===== src/rtl/tccs_pkg.sv =====
// Shared constants and controller/datapath interface types for the text console unit.
`timescale 1ns / 1ps

package tccs_pkg;

    localparam int COLUMNS_DEFAULT = 80;
    localparam int ROWS_DEFAULT    = 25;

    localparam int CHAR_W    = 8;
    localparam int ATTR_W    = 8;
    localparam int CELL_W    = 16;
    localparam int ROWFLD_W  = 5;
    localparam int COLFLD_W  = 7;
    localparam int S_TDATA_W = 24;
    localparam int M_TDATA_W = 32;

    localparam logic [ATTR_W-1:0] ATTR_RESET = 8'd7;
    localparam logic [CHAR_W-1:0] BYTE_CR    = 8'd13;
    localparam logic [CHAR_W-1:0] BYTE_LF    = 8'd10;

    // Commands from the controller to the datapath, one step each.
    typedef struct packed {
        logic capture;
        logic wrap;
        logic put_char;
        logic read;
        logic load_out;
    } dp_cmd_t;

    // Status from the datapath back to the controller.
    typedef struct packed {
        logic mode;
        logic out_free;
    } dp_stat_t;

endpackage


===== src/rtl/tccs_ctrl.sv =====
// Controller state machine that sequences one request through the datapath.
`timescale 1ns / 1ps

module tccs_ctrl (
    input  logic               aclk,
    input  logic               aresetn,
    input  logic               s_tvalid,
    output logic               s_tready,
    input  tccs_pkg::dp_stat_t stat,
    output tccs_pkg::dp_cmd_t  cmd
);

    typedef enum logic [3:0] {
        S_IDLE  = 4'b0001,
        S_START = 4'b0010,
        S_CHAR  = 4'b0100,
        S_DONE  = 4'b1000
    } state_t;

    state_t state_reg, state_next;

    always_ff @(posedge aclk) begin
        if (!aresetn) begin
            state_reg <= S_IDLE;
        end else begin
            state_reg <= state_next;
        end
    end

    always_comb begin
        state_next = state_reg;
        cmd        = '0;
        s_tready   = 1'b0;
        case (state_reg)
            S_IDLE: begin
                s_tready = 1'b1;
                if (s_tvalid) begin
                    cmd.capture = 1'b1;
                    state_next  = S_START;
                end
            end
            S_START: begin
                // A read only needs the memory access; a put first settles a full line.
                if (stat.mode) begin
                    cmd.read   = 1'b1;
                    state_next = S_DONE;
                end else begin
                    cmd.wrap   = 1'b1;
                    state_next = S_CHAR;
                end
            end
            S_CHAR: begin
                cmd.put_char = 1'b1;
                state_next   = S_DONE;
            end
            S_DONE: begin
                if (stat.out_free) begin
                    cmd.load_out = 1'b1;
                    state_next   = S_IDLE;
                end
            end
            default: begin
                state_next = S_IDLE;
            end
        endcase
    end

endmodule


===== config.mk =====
export PLATFORM = sky130hd
export DESIGN_NAME = tccs_ctrl
export DESIGN_NICKNAME = d
export VERILOG_FILES = /design/src/rtl/tccs_pkg.sv /design/src/rtl/tccs_ctrl.sv
export SDC_FILE = /design/constraint.sdc
export NUM_CORES = 1
export LEC_CHECK = 0
export ABC_AREA = 0
export BUFFER_PORTS_ARGS = -buffer_cell sky130_fd_sc_hd__buf_2
export CORE_AREA = 2 2 39 41
export CTS_CLUSTER_DIAMETER = 80
export DETAILED_ROUTE_END_ITERATION = 12
export DIE_AREA = 0 0 41 43
export MAX_ROUTING_LAYER = met4
export PLACE_DENSITY_LB_ADDON = 0.15
export SLEW_MARGIN = 40
export SYNTH_ARGS = -nofsm -noshare
export SYNTH_HDL_FRONTEND = slang
export SYNTH_SLANG_ARGS = --single-unit
export TNS_END_PERCENT = 20

===== constraint.sdc =====
create_clock -name aclk -period 1.4 [get_ports aclk]
set_input_delay 0.21 -clock aclk [delete_from_list [all_inputs] [get_ports aclk]]
set_output_delay 0.21 -clock aclk [all_outputs]
set_load 0.005 [all_outputs]

== Yosys cells after proc, flatten, opt, wreduce, memory -nomap -nowiden ==
Index checks and enable logic that the tools add are counted.

* $add $sub $neg: 0
* Multipliers: 0
* Div/mod/pow operators: 0
* Order comparisons: 0
* Eq/ne operators: 6
* Shift-type cells: 0
* Muxes and demuxes: 14
* Bitwise logic cells: 0
* Reduce and logical (&&, ||, !) cells: 1

{| class="wikitable"
|+ Operator list
! operator !! count
|-
| case mux 4 bit (4 select lines) || 1
|-
| 2-to-1 mux 4 bit || 3
|-
| 2-to-1 mux 1 bit || 10
|-
| == test 4 x 1 -> 1 bit, second input constant || 1
|-
| == test 4 x 2 -> 1 bit, second input constant || 1
|-
| == test 4 x 3 -> 1 bit, second input constant || 1
|-
| == test 4 bit, second input constant || 1
|-
| inequality test 2 bit, second input constant || 2
|-
| AND reduction 2 bit || 1
|}

* Bits in registers: 4
* Bits in latches: 0
* RAM bits: 0
* Memory bits (read-only): 0
* Input port bits: 5
* Output and inout port bits: 6
* Word-level logic and storage cells: 22
* Memories kept: 0

== Longest topological paths before layout ==
* Depth in word-level cells: 3
* Depth in mapped cells: 3
* Gate-level depth less buffers: 3

== Worst setup path before layout ==
Ideal clock, no wire load.

* Path kind: register to output
* Start: register state_reg[1]
* End: output cmd[4] (netlist bit)
* Arrival: 0.868 ns
* Data required time: 1.190 ns
* Path slack: 0.322 ns
* Stages on the path, launching flop included: 3
* Path buffers: 0
* Path through: dfxtp_1 > nor4b_2 > and2_1

{| class="wikitable"
|+ RTL lines
! what !! line !! RTL
|-
| from (decl) || tccs_ctrl.sv:20 || <nowiki>state_t state_reg, state_next;</nowiki>
|-
| from (signal assigned) || tccs_ctrl.sv:26 || <nowiki>state_reg <= state_next;</nowiki>
|-
| to (decl) || tccs_ctrl.sv:10 || <nowiki>output tccs_pkg::dp_cmd_t cmd</nowiki>
|}

==> reports/results.ini <==
[status]
status=finished clean

[yosys]
yosys_warnings=0
synth-edff-count=0
post_synth_instance_area_um2=220.2
post-synth-top-area-fraction=0.3636
synthesis.nets=27
yosysTopAreaCell=sky130_fd_sc_hd__dfxtp_1
post-synth-top-count-cell=sky130_fd_sc_hd__dfxtp_1
synthCells=22
async_set_or_reset_register_ratio_after_synthesis=0
synth.avg_cell_area_um2=10.01
synth_flop_cell=sky130_fd_sc_hd__dfxtp_1
yosys-top-cells-area=sky130_fd_sc_hd__dfxtp_1 (36%), sky130_fd_sc_hd__nor3b_2 (11%), sky130_fd_sc_hd__o311a_1 (9.1%)
synth-seq-cells=4
yosysUniqueCellTypes=14
synth-seq-area-share=0.3636

[cells_and_area]
largest_register_ffs=4
final_cell_area_um2=365.4
layout.cells.non_filler=53
syn2layout_area_growth_pct=65.91
layout-drive-gt1-share=0.6486
nets=44
fillCellCount=159
antenna_cells_inserted=0

[clock_network]
clock_sinks=4
clock_insertion_delay_worst_skew_ns=0.24
cts_root_buf=sky130_fd_sc_hd__clkbuf_4
cts-buffers-inserted=3
htree_levels=1
worst_setup_hold_path_clk_slew_ns=0.04
clock_tree.buffer_depth=2
cts_tree=built

[hold_path]
tightest_hold_check_type=input pin to flop

[worst_setup_path]
required_ns=1.19
timing.critical_path.from_type=flop
most_used_cell_cp=sky130_fd_sc_hd__nor3b_4
r2r_setup_slack_ns=0.26
timing.critical_path.max_delay_family=simple AND/OR/NAND/NOR gates
worst_ep_arrival_time_ns=1.19
crit_path_cell_trace=nor3b_4, nor3b_4, buf_2
worstSetupPathType=flop to output port
critPathMaxFanout=7
worst-path-buf-inv=1
crit_path_end_kind=output port
crit_path_max_incr_delay_ns=0.37
cell_with_the_largest_stage_delay_on_the_worst_path=sky130_fd_sc_hd__dfxtp_4

[pwr]
vdd_ir_drop_max_mv=0.4591
leakagePower_nw=0.1888
power.density_cell_area_nw_per_um2=878.8

[die]
coreArea_um2=1384
die_width_um=41
placementRows=14
top_level_ports=11
start_util=0.1591
dieArea_um2=1763
chip_height_um=43

[grt]
grt_pass1_wl_um=793
globalRouteOverflowTotal=0
grt_usage=0.06893
number_of_global_route_vias_before_repair=194
grt_max_degree=8
number_of_antenna_violations_at_the_first_check_in_global_routing=0

[drt]
vias=234
drt_first_pass_iters=1
antenna_violating_nets_post_route=0
drt_first_iter_violations=0
vias_per_cell=4.415
drt_drc_violations_left=0
drt-wirelength-per-cell_um=10.94
detail_route.wirelength_um=580

[timing]
worst_pin_slew_ns=0.3477
fmaxAchievable_mhz=716.1
min_cycle_time_layout_ns=1.396
min_period_over_period=0.9974
rsz0062_at_grt=yes
final.setup_skew_ns=0.007676
report.final.slew_viol_count=0
fin_hold_ws_ns=0.2297
report.final.setup_viol=0
final_critical_path_setup_slack_ns=0.003631
slew_headroom=0.7649
finalHoldViolations=0

[placement]
port_buffers=10
place_worst_setup_slack_ns=0.1546
place.gp.congestion=0.6491
detailed_place.area_um2=290.3
placed_cells=48

[job]
maxCapViolations=0

==> logic make-up after synthesis <==
logic type,count (synthesis),synth area share
compound gates,2,0.09091
buf+inv,1,0.01703
flops,4,0.3637
simple gates,15,0.5284
==> per-layer routing <==
metal | wire length [µm] | global-route usage
met1 | 245 | 0.08360
met2 | 296 | 0.09063
met5 | 0 | -
met3 | 39 | 0.06283
met4 | 0 | 0
==> where the power goes <==
group / total, mW / internal [mW] / switching, mW
logic: 0.0491 / 0.0306 / 0.0185
clock network: 0.144 / 0.0960 / 0.0483
registers: 0.128 / 0.118 / 0.00979
total: 0.321 / 0.244 / 0.0766
==> through the flow <==
step	power [mW]	setup TNS, ns	utilization
5_1_grt	0.3425	-0.1097	0.2640
2_1_floorplan	0.1459	0	-
6_report	0.3211	0	0.2640
3_3_place_gp	0.1651	0	0.2098
4_1_cts	0.3223	0	0.2414
3_5_place_dp	0.1653	0	0.2098
==> repair_timing <==
action	in CTS	in global routing
gates cloned	0	0
setup endpoints to repair	3	2
setup buffers	0	2
hold buffers	0	0
endpoints found under the hold margin	0	0
gates resized for setup	6	4
pin swaps	0	1
==> final cells by class <==
class | instances | area, µm² | share of cell area
Inverter | 1 | 3.754 | 0.01027
Clock buffer | 3 | 22.52 | 0.06164
Timing Repair Buffer | 12 | 65.06 | 0.1781
Sequential cell | 4 | 90.09 | 0.2466
Multi-Input combinational cell | 17 | 163.9 | 0.4486
Tap cell | 16 | 20.02 | 0.05479
==> layout by cell type, fill, tap and decap left out <==
master	synthesis	layout
sky130_fd_sc_hd__buf_2	0	10
sky130_fd_sc_hd__clkbuf_4	0	3
sky130_fd_sc_hd__nor3b_4	0	2
sky130_fd_sc_hd__nor3_1	2	2
sky130_fd_sc_hd__and2_1	2	2
sky130_fd_sc_hd__o311a_1	2	2
sky130_fd_sc_hd__buf_4	0	2
sky130_fd_sc_hd__dfxtp_2	0	2
sky130_fd_sc_hd__dfxtp_4	0	2
sky130_fd_sc_hd__nor4b_2	1	1
sky130_fd_sc_hd__inv_1	1	1
sky130_fd_sc_hd__and3_2	1	1
sky130_fd_sc_hd__nor4b_4	0	1
sky130_fd_sc_hd__nand3b_1	1	1
sky130_fd_sc_hd__nor4b_1	2	1
sky130_fd_sc_hd__nor3b_1	1	1
sky130_fd_sc_hd__nand2_1	1	1
sky130_fd_sc_hd__and3_1	1	1
sky130_fd_sc_hd__nor2_1	1	1
==> final timing paths <==
path	start	endpoint	depth (start not counted)
setup reg to reg	state_reg[3]	state_reg[0]	3
setup / recovery	state_reg[2]	cmd[3]	3
hold / removal	aresetn	state_reg[2]	2
hold reg to reg	state_reg[0]	state_reg[2]	2
No activity file was read; power rests on OpenSTA's default activity.
